## src/hdl/mnp_pkg.sv

```systemverilog
package mnp_pkg;

    localparam int KEY_W         = 7;
    localparam int VEL_W         = 7;
    localparam int NUM_KEYS_DEF  = 128;
    localparam int MN_W          = 10;

    localparam logic [KEY_W-1:0] NOTE_TOP = 7'd127;

    localparam logic [1:0] MODE_NOTE_OFF = 2'd0;
    localparam logic [1:0] MODE_NOTE_ON  = 2'd1;
    localparam logic [1:0] MODE_ALL_OFF  = 2'd2;

    localparam logic [1:0] PRIO_OFF  = 2'd0;
    localparam logic [1:0] PRIO_LOW  = 2'd1;
    localparam logic [1:0] PRIO_HIGH = 2'd2;

    localparam logic [1:0] CFG_PRIORITY_MODE    = 2'd0;
    localparam logic [1:0] CFG_RETRIGGER_ENABLE = 2'd1;
    localparam logic [1:0] CFG_LEGATO_VELOCITY  = 2'd2;
    localparam logic [1:0] CFG_TRANSPOSE        = 2'd3;

    typedef enum logic [2:0] {
        ST_IDLE,
        ST_SCAN,
        ST_SELECT,
        ST_FOLD,
        ST_FINISH
    } state_t;

    typedef struct packed {
        logic             note_valid;
        logic [KEY_W-1:0] note;
        logic             gate_on;
        logic             retrigger;
        logic             key_off;
        logic             velocity_update;
        logic [VEL_W-1:0] velocity_out;
    } voice_t;

    typedef struct packed {
        logic             clear;
        logic             held_we;
        logic             held_val;
        logic             vel_we;
        logic [KEY_W-1:0] key;
        logic [VEL_W-1:0] velocity;
        logic [KEY_W-1:0] scan_idx;
        logic [KEY_W-1:0] rd_addr;
    } map_ctrl_t;

endpackage

```

## src/hdl/mnp_event_if.sv

```systemverilog
interface mnp_event_if;
    logic                        valid;
    logic                        ready;
    logic [1:0]                  mode;
    logic [mnp_pkg::KEY_W-1:0]   key;
    logic [mnp_pkg::VEL_W-1:0]   velocity;
    logic                        hold_pedal;

    modport source (output valid, mode, key, velocity, hold_pedal, input ready);
    modport sink   (input valid, mode, key, velocity, hold_pedal, output ready);
endinterface

```

## src/hdl/mnp_voice_if.sv

```systemverilog
interface mnp_voice_if;
    logic                        valid;
    logic                        ready;
    logic                        note_valid;
    logic [mnp_pkg::KEY_W-1:0]   note;
    logic                        gate_on;
    logic                        retrigger;
    logic                        key_off;
    logic                        velocity_update;
    logic [mnp_pkg::VEL_W-1:0]   velocity_out;

    modport source (output valid, note_valid, note, gate_on, retrigger, key_off,
                    velocity_update, velocity_out, input ready);
    modport sink   (input valid, note_valid, note, gate_on, retrigger, key_off,
                    velocity_update, velocity_out, output ready);
endinterface

```

## src/hdl/mnp_key_map.sv

```systemverilog
module mnp_key_map #(
    parameter int NUM_KEYS = mnp_pkg::NUM_KEYS_DEF
) (
    input  logic                      clk,
    input  logic                      rst_n,
    input  mnp_pkg::map_ctrl_t        ctrl,
    output logic                      scan_held,
    output logic [mnp_pkg::VEL_W-1:0] rd_velocity
);

    localparam int IDX_W = (NUM_KEYS > 1) ? $clog2(NUM_KEYS) : 1;

    logic [NUM_KEYS-1:0]      held_reg;
    logic [mnp_pkg::VEL_W-1:0] vel_mem [NUM_KEYS];
    logic [mnp_pkg::VEL_W-1:0] rd_velocity_reg;

    always_ff @(posedge clk or negedge rst_n)
    begin
        if (!rst_n)
        begin
            held_reg <= '0;
        end
        else if (ctrl.clear)
        begin
            held_reg <= '0;
        end
        else if (ctrl.held_we)
        begin
            held_reg[ctrl.key[IDX_W-1:0]] <= ctrl.held_val;
        end
    end

    always_ff @(posedge clk)
    begin
        if (ctrl.vel_we)
        begin
            vel_mem[ctrl.key[IDX_W-1:0]] <= ctrl.velocity;
        end
        rd_velocity_reg <= vel_mem[ctrl.rd_addr[IDX_W-1:0]];
    end

    assign scan_held   = held_reg[ctrl.scan_idx[IDX_W-1:0]];
    assign rd_velocity = rd_velocity_reg;

endmodule

```

## src/hdl/mono_note_priority_unit.sv

```systemverilog
// Monophonic note priority for one voice. Each note on or note off event,
// but for those named below that skip the walk, updates the held-key map,
// then the map is walked one key per cycle to count held keys and find the
// lowest and highest. An event passes through accept, the map walk, select,
// the add-or-subtract-12 octave fold and result, in that order. An event
// that reports no note (key off, or a key away from the favored end) skips
// the fold. All-notes-off, the unused mode code, events with priority_mode
// off and keys at or above NUM_KEYS go straight from accept to result. The
// event input is not ready until the result has been loaded into the output
// register, so a stalled output holds off the next event; one result is
// produced per event.
module mono_note_priority_unit #(
    parameter int NUM_KEYS = mnp_pkg::NUM_KEYS_DEF
) (
    input  logic                     clk,
    input  logic                     rst_n,
    input  logic                     cfg_we,
    input  logic [1:0]               cfg_index,
    input  logic [7:0]               cfg_data,
    mnp_event_if.sink                midi,
    mnp_voice_if.source              voice
);

    localparam int IDX_W = (NUM_KEYS > 1) ? $clog2(NUM_KEYS) : 1;
    localparam int CNT_W = $clog2(NUM_KEYS + 1);

    mnp_pkg::state_t state_reg, state_next;

    logic [1:0]              prio_reg;
    logic                    retrig_en_reg;
    logic                    legato_reg;
    logic signed [7:0]       transpose_reg;

    logic                    is_on_reg, is_on_next;
    logic [mnp_pkg::KEY_W-1:0] key_reg, key_next;
    logic [mnp_pkg::VEL_W-1:0] vel_reg, vel_next;
    logic                    pedal_reg, pedal_next;

    logic [IDX_W-1:0]        idx_reg, idx_next;
    logic [CNT_W-1:0]        cnt_reg, cnt_next;
    logic [mnp_pkg::KEY_W-1:0] low_reg, low_next;
    logic [mnp_pkg::KEY_W-1:0] high_reg, high_next;
    logic [mnp_pkg::KEY_W-1:0] extreme_reg, extreme_next;
    logic [mnp_pkg::KEY_W-1:0] sel_reg, sel_next;
    logic signed [mnp_pkg::MN_W-1:0] mn_reg, mn_next;
    logic                    use_mem_reg, use_mem_next;

    mnp_pkg::voice_t         res_reg, res_next;
    mnp_pkg::voice_t         out_reg, out_next;
    logic                    out_valid_reg, out_valid_next;

    mnp_pkg::map_ctrl_t      map_ctrl;
    logic                    scan_held;
    logic [mnp_pkg::VEL_W-1:0] rd_velocity;

    logic                    accept;
    logic                    trivial;
    logic                    scan_last;
    logic                    fold_done;
    logic                    out_free;
    logic                    early_done;
    logic [mnp_pkg::KEY_W-1:0] ext_sel;
    logic [mnp_pkg::KEY_W-1:0] sel_val;
    logic                    favored;

    mnp_key_map #(
        .NUM_KEYS (NUM_KEYS)
    ) u_key_map (
        .clk         (clk),
        .rst_n       (rst_n),
        .ctrl        (map_ctrl),
        .scan_held   (scan_held),
        .rd_velocity (rd_velocity)
    );

    // configuration
    always_ff @(posedge clk or negedge rst_n)
    begin
        if (!rst_n)
        begin
            prio_reg      <= mnp_pkg::PRIO_OFF;
            retrig_en_reg <= 1'b0;
            legato_reg    <= 1'b0;
            transpose_reg <= '0;
        end
        else if (cfg_we)
        begin
            case (cfg_index)
                mnp_pkg::CFG_PRIORITY_MODE:    prio_reg      <= cfg_data[1:0];
                mnp_pkg::CFG_RETRIGGER_ENABLE: retrig_en_reg <= cfg_data[0];
                mnp_pkg::CFG_LEGATO_VELOCITY:  legato_reg    <= cfg_data[0];
                mnp_pkg::CFG_TRANSPOSE:        transpose_reg <= $signed(cfg_data);
                default:                       prio_reg      <= prio_reg;
            endcase
        end
    end

    // decode
    always_comb
    begin
        accept    = midi.valid && (state_reg == mnp_pkg::ST_IDLE);
        trivial   = !(midi.mode == mnp_pkg::MODE_NOTE_OFF || midi.mode == mnp_pkg::MODE_NOTE_ON)
                    || !(prio_reg == mnp_pkg::PRIO_LOW || prio_reg == mnp_pkg::PRIO_HIGH)
                    || ({1'b0, midi.key} >= 8'(NUM_KEYS));
        scan_last = (idx_reg == IDX_W'(NUM_KEYS - 1));
        fold_done = (mn_reg >= $signed(10'sd0)) && (mn_reg <= $signed(10'sd127));
        out_free  = !out_valid_reg || voice.ready;

        if (prio_reg == mnp_pkg::PRIO_LOW)
        begin
            ext_sel = ((extreme_reg == '0) || (extreme_reg < high_reg)) ? high_reg : extreme_reg;
            favored = !(key_reg > low_reg);
            sel_val = low_reg;
        end
        else
        begin
            ext_sel = ((extreme_reg == '0) || (extreme_reg > low_reg)) ? low_reg : extreme_reg;
            favored = !(key_reg < high_reg);
            sel_val = high_reg;
        end
        if (cnt_reg == '0)
        begin
            sel_val = ext_sel;
        end
        early_done = ((cnt_reg == '0) && !pedal_reg) || !favored;
    end

    // next state
    always_comb
    begin
        state_next = state_reg;
        case (state_reg)
            mnp_pkg::ST_IDLE:
            begin
                if (accept)
                begin
                    state_next = trivial ? mnp_pkg::ST_FINISH : mnp_pkg::ST_SCAN;
                end
            end
            mnp_pkg::ST_SCAN:
            begin
                if (scan_last)
                begin
                    state_next = mnp_pkg::ST_SELECT;
                end
            end
            mnp_pkg::ST_SELECT:
            begin
                state_next = early_done ? mnp_pkg::ST_FINISH : mnp_pkg::ST_FOLD;
            end
            mnp_pkg::ST_FOLD:
            begin
                if (fold_done)
                begin
                    state_next = mnp_pkg::ST_FINISH;
                end
            end
            mnp_pkg::ST_FINISH:
            begin
                if (out_free)
                begin
                    state_next = mnp_pkg::ST_IDLE;
                end
            end
            default:
            begin
                state_next = mnp_pkg::ST_IDLE;
            end
        endcase
    end

    // outputs and datapath
    always_comb
    begin
        midi.ready     = (state_reg == mnp_pkg::ST_IDLE);

        is_on_next     = is_on_reg;
        key_next       = key_reg;
        vel_next       = vel_reg;
        pedal_next     = pedal_reg;
        idx_next       = idx_reg;
        cnt_next       = cnt_reg;
        low_next       = low_reg;
        high_next      = high_reg;
        extreme_next   = extreme_reg;
        sel_next       = sel_reg;
        mn_next        = mn_reg;
        use_mem_next   = use_mem_reg;
        res_next       = res_reg;
        out_next       = out_reg;
        out_valid_next = out_valid_reg;

        if (voice.ready)
        begin
            out_valid_next = 1'b0;
        end

        map_ctrl          = '0;
        map_ctrl.key      = midi.key;
        map_ctrl.velocity = midi.velocity;
        map_ctrl.held_val = (midi.mode == mnp_pkg::MODE_NOTE_ON);
        map_ctrl.scan_idx = mnp_pkg::KEY_W'(idx_reg);
        map_ctrl.rd_addr  = sel_reg;

        case (state_reg)
            mnp_pkg::ST_IDLE:
            begin
                if (accept)
                begin
                    map_ctrl.clear   = (midi.mode == mnp_pkg::MODE_ALL_OFF);
                    map_ctrl.held_we = !trivial;
                    map_ctrl.vel_we  = !trivial && (midi.mode == mnp_pkg::MODE_NOTE_ON);
                    is_on_next   = (midi.mode == mnp_pkg::MODE_NOTE_ON);
                    key_next     = midi.key;
                    vel_next     = midi.velocity;
                    pedal_next   = midi.hold_pedal;
                    idx_next     = '0;
                    cnt_next     = '0;
                    low_next     = mnp_pkg::NOTE_TOP;
                    high_next    = '0;
                    use_mem_next = 1'b0;
                    res_next     = '0;
                end
            end
            mnp_pkg::ST_SCAN:
            begin
                if (scan_held)
                begin
                    cnt_next  = cnt_reg + CNT_W'(1);
                    high_next = mnp_pkg::KEY_W'(idx_reg);
                    if (cnt_reg == '0)
                    begin
                        low_next = mnp_pkg::KEY_W'(idx_reg);
                    end
                end
                idx_next = idx_reg + IDX_W'(1);
            end
            mnp_pkg::ST_SELECT:
            begin
                extreme_next = ext_sel;
                sel_next     = sel_val;
                mn_next      = $signed({3'b000, sel_val}) + mnp_pkg::MN_W'(transpose_reg);
                res_next     = '0;
                if ((cnt_reg == '0) && !pedal_reg)
                begin
                    res_next.key_off = 1'b1;
                end
                else if (favored)
                begin
                    res_next.note_valid = 1'b1;
                    if (is_on_reg)
                    begin
                        if (cnt_reg == CNT_W'(1))
                        begin
                            res_next.gate_on         = 1'b1;
                            res_next.retrigger       = 1'b1;
                            res_next.velocity_update = 1'b1;
                            res_next.velocity_out    = vel_reg;
                        end
                        else
                        begin
                            res_next.retrigger       = retrig_en_reg;
                            res_next.velocity_update = !legato_reg;
                            res_next.velocity_out    = legato_reg ? '0 : vel_reg;
                        end
                    end
                    else
                    begin
                        res_next.retrigger       = retrig_en_reg;
                        res_next.velocity_update = retrig_en_reg && !legato_reg;
                        use_mem_next             = retrig_en_reg && !legato_reg;
                    end
                end
            end
            mnp_pkg::ST_FOLD:
            begin
                if (mn_reg > $signed(10'sd127))
                begin
                    mn_next = mn_reg - $signed(10'sd12);
                end
                else if (mn_reg < $signed(10'sd0))
                begin
                    mn_next = mn_reg + $signed(10'sd12);
                end
                else
                begin
                    res_next.note = mn_reg[mnp_pkg::KEY_W-1:0];
                end
            end
            mnp_pkg::ST_FINISH:
            begin
                if (out_free)
                begin
                    out_valid_next = 1'b1;
                    out_next       = res_reg;
                    if (use_mem_reg)
                    begin
                        out_next.velocity_out = rd_velocity;
                    end
                end
            end
            default:
            begin
                res_next = res_reg;
            end
        endcase
    end

    always_ff @(posedge clk or negedge rst_n)
    begin
        if (!rst_n)
        begin
            state_reg     <= mnp_pkg::ST_IDLE;
            out_valid_reg <= 1'b0;
            extreme_reg   <= '0;
            cnt_reg       <= '0;
        end
        else
        begin
            state_reg     <= state_next;
            out_valid_reg <= out_valid_next;
            extreme_reg   <= extreme_next;
            cnt_reg       <= cnt_next;
        end
    end

    always_ff @(posedge clk)
    begin
        is_on_reg   <= is_on_next;
        key_reg     <= key_next;
        vel_reg     <= vel_next;
        pedal_reg   <= pedal_next;
        idx_reg     <= idx_next;
        low_reg     <= low_next;
        high_reg    <= high_next;
        sel_reg     <= sel_next;
        mn_reg      <= mn_next;
        use_mem_reg <= use_mem_next;
        res_reg     <= res_next;
        out_reg     <= out_next;
    end

    assign voice.valid           = out_valid_reg;
    assign voice.note_valid      = out_reg.note_valid;
    assign voice.note            = out_reg.note;
    assign voice.gate_on         = out_reg.gate_on;
    assign voice.retrigger       = out_reg.retrigger;
    assign voice.key_off         = out_reg.key_off;
    assign voice.velocity_update = out_reg.velocity_update;
    assign voice.velocity_out    = out_reg.velocity_out;

endmodule
```

## src/flat_wrapper.sv

```systemverilog
// flat-port wrapper written by rule: the top's interface ports become plain ports
module mono_note_priority_unit_flat 
#(
    parameter int NUM_KEYS = mnp_pkg::NUM_KEYS_DEF
)
  (clk, rst_n, cfg_we, cfg_index, cfg_data, midi_valid, midi_mode, midi_key, midi_velocity, midi_hold_pedal, midi_ready, voice_valid, voice_note_valid, voice_note, voice_gate_on, voice_retrigger, voice_key_off, voice_velocity_update, voice_velocity_out, voice_ready);
  mnp_event_if midi_i ();
  mnp_voice_if voice_i ();
  input  logic clk;
  input  logic rst_n;
  input  logic cfg_we;
  input  logic [1:0] cfg_index;
  input  logic [7:0] cfg_data;
  input wire logic [$bits(midi_i.valid)-1:0] midi_valid;
  input wire logic [$bits(midi_i.mode)-1:0] midi_mode;
  input wire logic [$bits(midi_i.key)-1:0] midi_key;
  input wire logic [$bits(midi_i.velocity)-1:0] midi_velocity;
  input wire logic [$bits(midi_i.hold_pedal)-1:0] midi_hold_pedal;
  output wire logic [$bits(midi_i.ready)-1:0] midi_ready;
  output wire logic [$bits(voice_i.valid)-1:0] voice_valid;
  output wire logic [$bits(voice_i.note_valid)-1:0] voice_note_valid;
  output wire logic [$bits(voice_i.note)-1:0] voice_note;
  output wire logic [$bits(voice_i.gate_on)-1:0] voice_gate_on;
  output wire logic [$bits(voice_i.retrigger)-1:0] voice_retrigger;
  output wire logic [$bits(voice_i.key_off)-1:0] voice_key_off;
  output wire logic [$bits(voice_i.velocity_update)-1:0] voice_velocity_update;
  output wire logic [$bits(voice_i.velocity_out)-1:0] voice_velocity_out;
  input wire logic [$bits(voice_i.ready)-1:0] voice_ready;
  assign midi_i.valid = midi_valid;
  assign midi_i.mode = midi_mode;
  assign midi_i.key = midi_key;
  assign midi_i.velocity = midi_velocity;
  assign midi_i.hold_pedal = midi_hold_pedal;
  assign midi_ready = midi_i.ready;
  assign voice_valid = voice_i.valid;
  assign voice_note_valid = voice_i.note_valid;
  assign voice_note = voice_i.note;
  assign voice_gate_on = voice_i.gate_on;
  assign voice_retrigger = voice_i.retrigger;
  assign voice_key_off = voice_i.key_off;
  assign voice_velocity_update = voice_i.velocity_update;
  assign voice_velocity_out = voice_i.velocity_out;
  assign voice_i.ready = voice_ready;
  mono_note_priority_unit #(.NUM_KEYS(NUM_KEYS)) u_core (.clk(clk), .rst_n(rst_n), .cfg_we(cfg_we), .cfg_index(cfg_index), .cfg_data(cfg_data), .midi(midi_i), .voice(voice_i));
endmodule
```

## config.mk

```make
export PLATFORM = sky130hd
export DESIGN_NAME = mono_note_priority_unit_flat
export DESIGN_NICKNAME = d
export VERILOG_FILES = /design/src/hdl/mnp_pkg.sv /design/src/hdl/mnp_event_if.sv /design/src/hdl/mnp_voice_if.sv /design/src/hdl/mnp_key_map.sv /design/src/hdl/mono_note_priority_unit.sv /design/src/flat_wrapper.sv
export SDC_FILE = /design/constraint.sdc
export NUM_CORES = 1
export LEC_CHECK = 0
export ABC_AREA = 0
export CORE_UTILIZATION = 43
export CTS_BUF_LIST = sky130_fd_sc_hd__clkbuf_2 sky130_fd_sc_hd__clkbuf_4 sky130_fd_sc_hd__clkbuf_8
export DETAILED_ROUTE_END_ITERATION = 10
export DONT_BUFFER_PORTS = 1
export PLACE_DENSITY_LB_ADDON = 0.25
export SYNTH_ARGS = -nofsm -noshare
export SYNTH_HDL_FRONTEND = slang
export SYNTH_SLANG_ARGS = --single-unit
```

## constraint.sdc

```tcl
create_clock -name clk -period 6.7 [get_ports clk]
set_clock_uncertainty 0.2 [all_clocks]
set_input_delay 1.005 -clock clk [delete_from_list [all_inputs] [get_ports clk]]
set_output_delay 1.005 -clock clk [all_outputs]
set_load 0.1 [all_outputs]
```

==> results by group <==
Outcome
  • Status: finished, final reports clean

STA
  • Unrepaired setup endpoints after global routing: no
  • Max Fclk: 180 MHz
  • Worst-margin pin slew: 1.35 ns
  • Max-slew violation count: 0
  • Hold_ws: 0.0501 ns
  • Fin Setup TNS: 0 ns
  • Post-route minimum period: 5.56 ns
  • Endpoints failing setup: 0
  • Final hold vios: 0
  • Worst relative slew slack: 0.0916
  • Final worst slack: 1.14 ns
  • Crit share post-route: 0.829

Yosys
  • Mapped Cells: 2752
  • Synth warnings: 0
  • Register bit total from synthesis: 1155
  • Number of synthesized flops with an enable pin: 989
  • Synth async-reset ratio: 0.138
  • Synth cell types: 82
  • Sequential fraction of the synthesis area: 0.703
  • Top_reg_cell synth: edfxtp_1
  • Mapped Area: 48100 um2
  • Syn_nets: 2830
  • Synth Area per Inst: 17.5 um2

Finish
  • Util after Layout: 0.481
  • Commonest non-fill, non-tap cell in the layout: edfxtp_1
  • Largest register FFs: 896
  • Layout cell share with drive strength beyond 1: 0.228
  • Most frequent cells in the layout: edfxtp_1, mux4_2, nor2_1, clkbuf_8, dfrtp_1
  • Fin nets: 2881
  • Area Growth Syn to Fin: 10.7%

Clocking
  • Clk slew on worst S/H paths: 0.06 ns
  • Post-CTS sizing: 0
  • TritonCTS clock tree: yes
  • Post-CTS setup buffer count: 0
  • Clk Latency, worst-skew pair: 0.87 ns
  • CTS root buf: clkbuf_8
  • CTS max path bufs: 3
  • CTS sink count: 1155
  • Num CTS Buffers: 180
  • Hold_buf cts: 15
  • H-tree levels: 4

Placement
  • Port bufs: 0
  • Dpl ws: 1.41 ns
  • Routability cong.: 0.925
  • Post-DP HPWL: 71500 um

Global routing
  • Vias in the first global route: 27100
  • Grt ovf: 0
  • Total GRT Usage: 0.219
  • Initial antenna violation count: 2
  • Largest net degree at the start of global routing: 160
  • First-pass GRT wire length: 182000 um

Floorplan
  • Initial core utilization: 0.434
  • Die H: 337 um
  • Core area: 111000 um2
  • # rows: 122
  • DIE AREA: 113000 um2
  • Chip width: 337 um
  • Number of I/O pins: 53

Critical path
  • Setup Crit Path Kind: reg2reg
  • Worst path required time: 7.22 ns
  • Crit end category: flop
  • Critical path destination: u_core.mn_reg[7]$_DFFE_PP_
  • Critical-path maximum fanout: 6
  • Worst path arrival time: 6.08 ns
  • Worst-path cell chain: ha_1 > a2111oi_0 > o21ai_0 > a21boi_0 > nand2_1 > o221a_2 > ha_1 > a21o_1 > a21oi_1 > o21ai_0 > a21oi_1 > o21bai_1 > or4b_2 > nand3_1
  • CP Launch Point: u_core.extreme_reg[4]$_DFFE_PN0P_
  • Worst setup SP type: flop
  • R2r worst-path depth: 14
  • Slowest Stage Delay on Critical Path: 0.78 ns
  • FF-to-FF setup slack: 1.14 ns
  • CP max stage cell: a2111oi_0
  • Worst flop-to-flop path endpoint: u_core.mn_reg[7]$_DFFE_PP_
  • Worst reg2reg path startpoint: u_core.extreme_reg[4]$_DFFE_PN0P_

Drt
  • Via Count: 26500
  • Vias per cell: 5.96
  • 1st-pass router iterations: 6
  • Drt total wl: 122000 um
  • Residual DRC count: 0
  • Routed WL per cell: 27.5 um
  • Routed Antenna Nets: 0
  • Starting DRT DRC Count: 3109

Power
  • Pwr dens: 331 nW/um2
  • PnR Total Power: 17.6 mW
  • IR drop worst, VDD: 0.000193 V
  • Leak: 17.7 nW

Min path
  • Worst Hold Class: in2reg

Flow run
  • Max Cap Viol: 0
==> routing by layer <==
| layer | wire length (um) | vias to the layer above | global-route usage | part of all wire |
|---|---|---|---|---|
| li1 | - | 11200 | - | - |
| met1 | 50000 | 13900 | 0.296 | 0.41 |
| met2 | 60300 | 1199 | 0.357 | 0.49 |
| met3 | 8450 | 222 | 0.0427 | 0.069 |
| met4 | 3350 | 0 | 0.0754 | 0.027 |
| met5 | 0 | - | 0 | 0 |
==> Yosys cell counts, types with 5 or more instances <==
library cell / n / area [um2]
dfxtp_1: 7 / 140
inv_1: 40 / 150
xnor2_1: 10 / 87.6
nor3_1: 15 / 75.1
a2bb2oi_1: 5 / 43.8
mux2_2: 19 / 214
buf_2: 37 / 185
nor2_1: 182 / 683
mux2i_1: 50 / 500
o21ai_0: 132 / 661
ha_1: 44 / 551
a221oi_1: 11 / 96.3
and3_1: 14 / 87.6
buf_1: 11 / 41.3
a31oi_1: 6 / 37.5
dfrtp_1: 159 / 3980
mux4_1: 6 / 158
a22oi_1: 9 / 67.6
and2_1: 31 / 194
nand4_1: 8 / 50.1
o211ai_1: 15 / 113
edfxtp_1: 989 / 29700
clkbuf_1: 113 / 424
nor3b_1: 5 / 37.5
mux4_2: 293 / 6600
o31ai_1: 12 / 90.1
nand3_1: 148 / 741
a21o_1: 8 / 60.1
nor4_1: 7 / 43.8
buf_6: 6 / 67.6
a22o_1: 14 / 123
nand2b_1: 14 / 87.6
xor2_1: 5 / 43.8
nand2_1: 76 / 285
a21oi_1: 144 / 721
o221a_2: 5 / 56.3
nor2b_1: 19 / 119
==> how the worst min path moves through the flow <==
stage                                      from                                        end  cells past startpoint
2_1_floorplan  u_core.res_reg[10]$_SDFFCE_PP0P_             u_core.voice.gate_on$_DFFE_PP_                      0
3_3_place_gp   u_core.res_reg[16]$_SDFFCE_PN0P_             u_core.voice.note[5]$_DFFE_PP_                      0
3_5_place_dp   u_core.res_reg[12]$_SDFFCE_PN0P_             u_core.voice.note[1]$_DFFE_PP_                      0
4_1_cts                        midi_velocity[4]  u_core.u_key_map.vel_mem[98][4]$_DFFE_PP_                      0
5_1_grt                        midi_velocity[1]  u_core.u_key_map.vel_mem[76][1]$_DFFE_PP_                      0
6_report                       midi_velocity[5]  u_core.u_key_map.vel_mem[77][5]$_DFFE_PP_                      0
==> power breakdown <==
| group | internal (mW) | switching [mW] |
|---|---|---|
| Combinational | 1.17 | 1.70 |
| Clock | 3.17 | 2.78 |
| Sequential | 8.21 | 0.615 |
==> cells by family after synthesis <==
kind of cell / Yosys count / synth area share
buffers and inverters: 217 / 0.0204
AND/OR/NAND/NOR: 540 / 0.0535
multiplexers: 371 / 0.157
adder cells (fa/ha/maj): 46 / 0.0123
AO/OA/AOI/OAI: 408 / 0.0518
XOR/XNOR: 15 / 0.00273
flip-flops: 1155 / 0.703
==> through the flow <==
stage          area [um2]  instances
2_1_floorplan       48100       2752
6_report            53300       4438
5_1_grt             53300       4438
3_3_place_gp        49500       4094
3_5_place_dp        49500       4094
4_1_cts             53300       4437
==> critical path, delay by kind of cell (launching register included) <==
kind | cells | cell delay [ns]
adders and majority gates | 2 | 0.61
AOI/OAI and AO/OA | 9 | 3.14
DFF | 1 | 0.45
and+or+nand+nor | 3 | 1.03
==> cell type report <==
cell class,instances,area (um2)
Inverter,43,161
Multi-Input combinational cell,1380,13400
Timing Repair Buffer,43,435
Clock buffer,248,3000
Tap cell,1488,1860
Sequential cell,1155,33800
Antenna cell,1,2.50
Clock inverter,80,613
Fill cell,9196,57600
(Power assumes the default switching activity.)
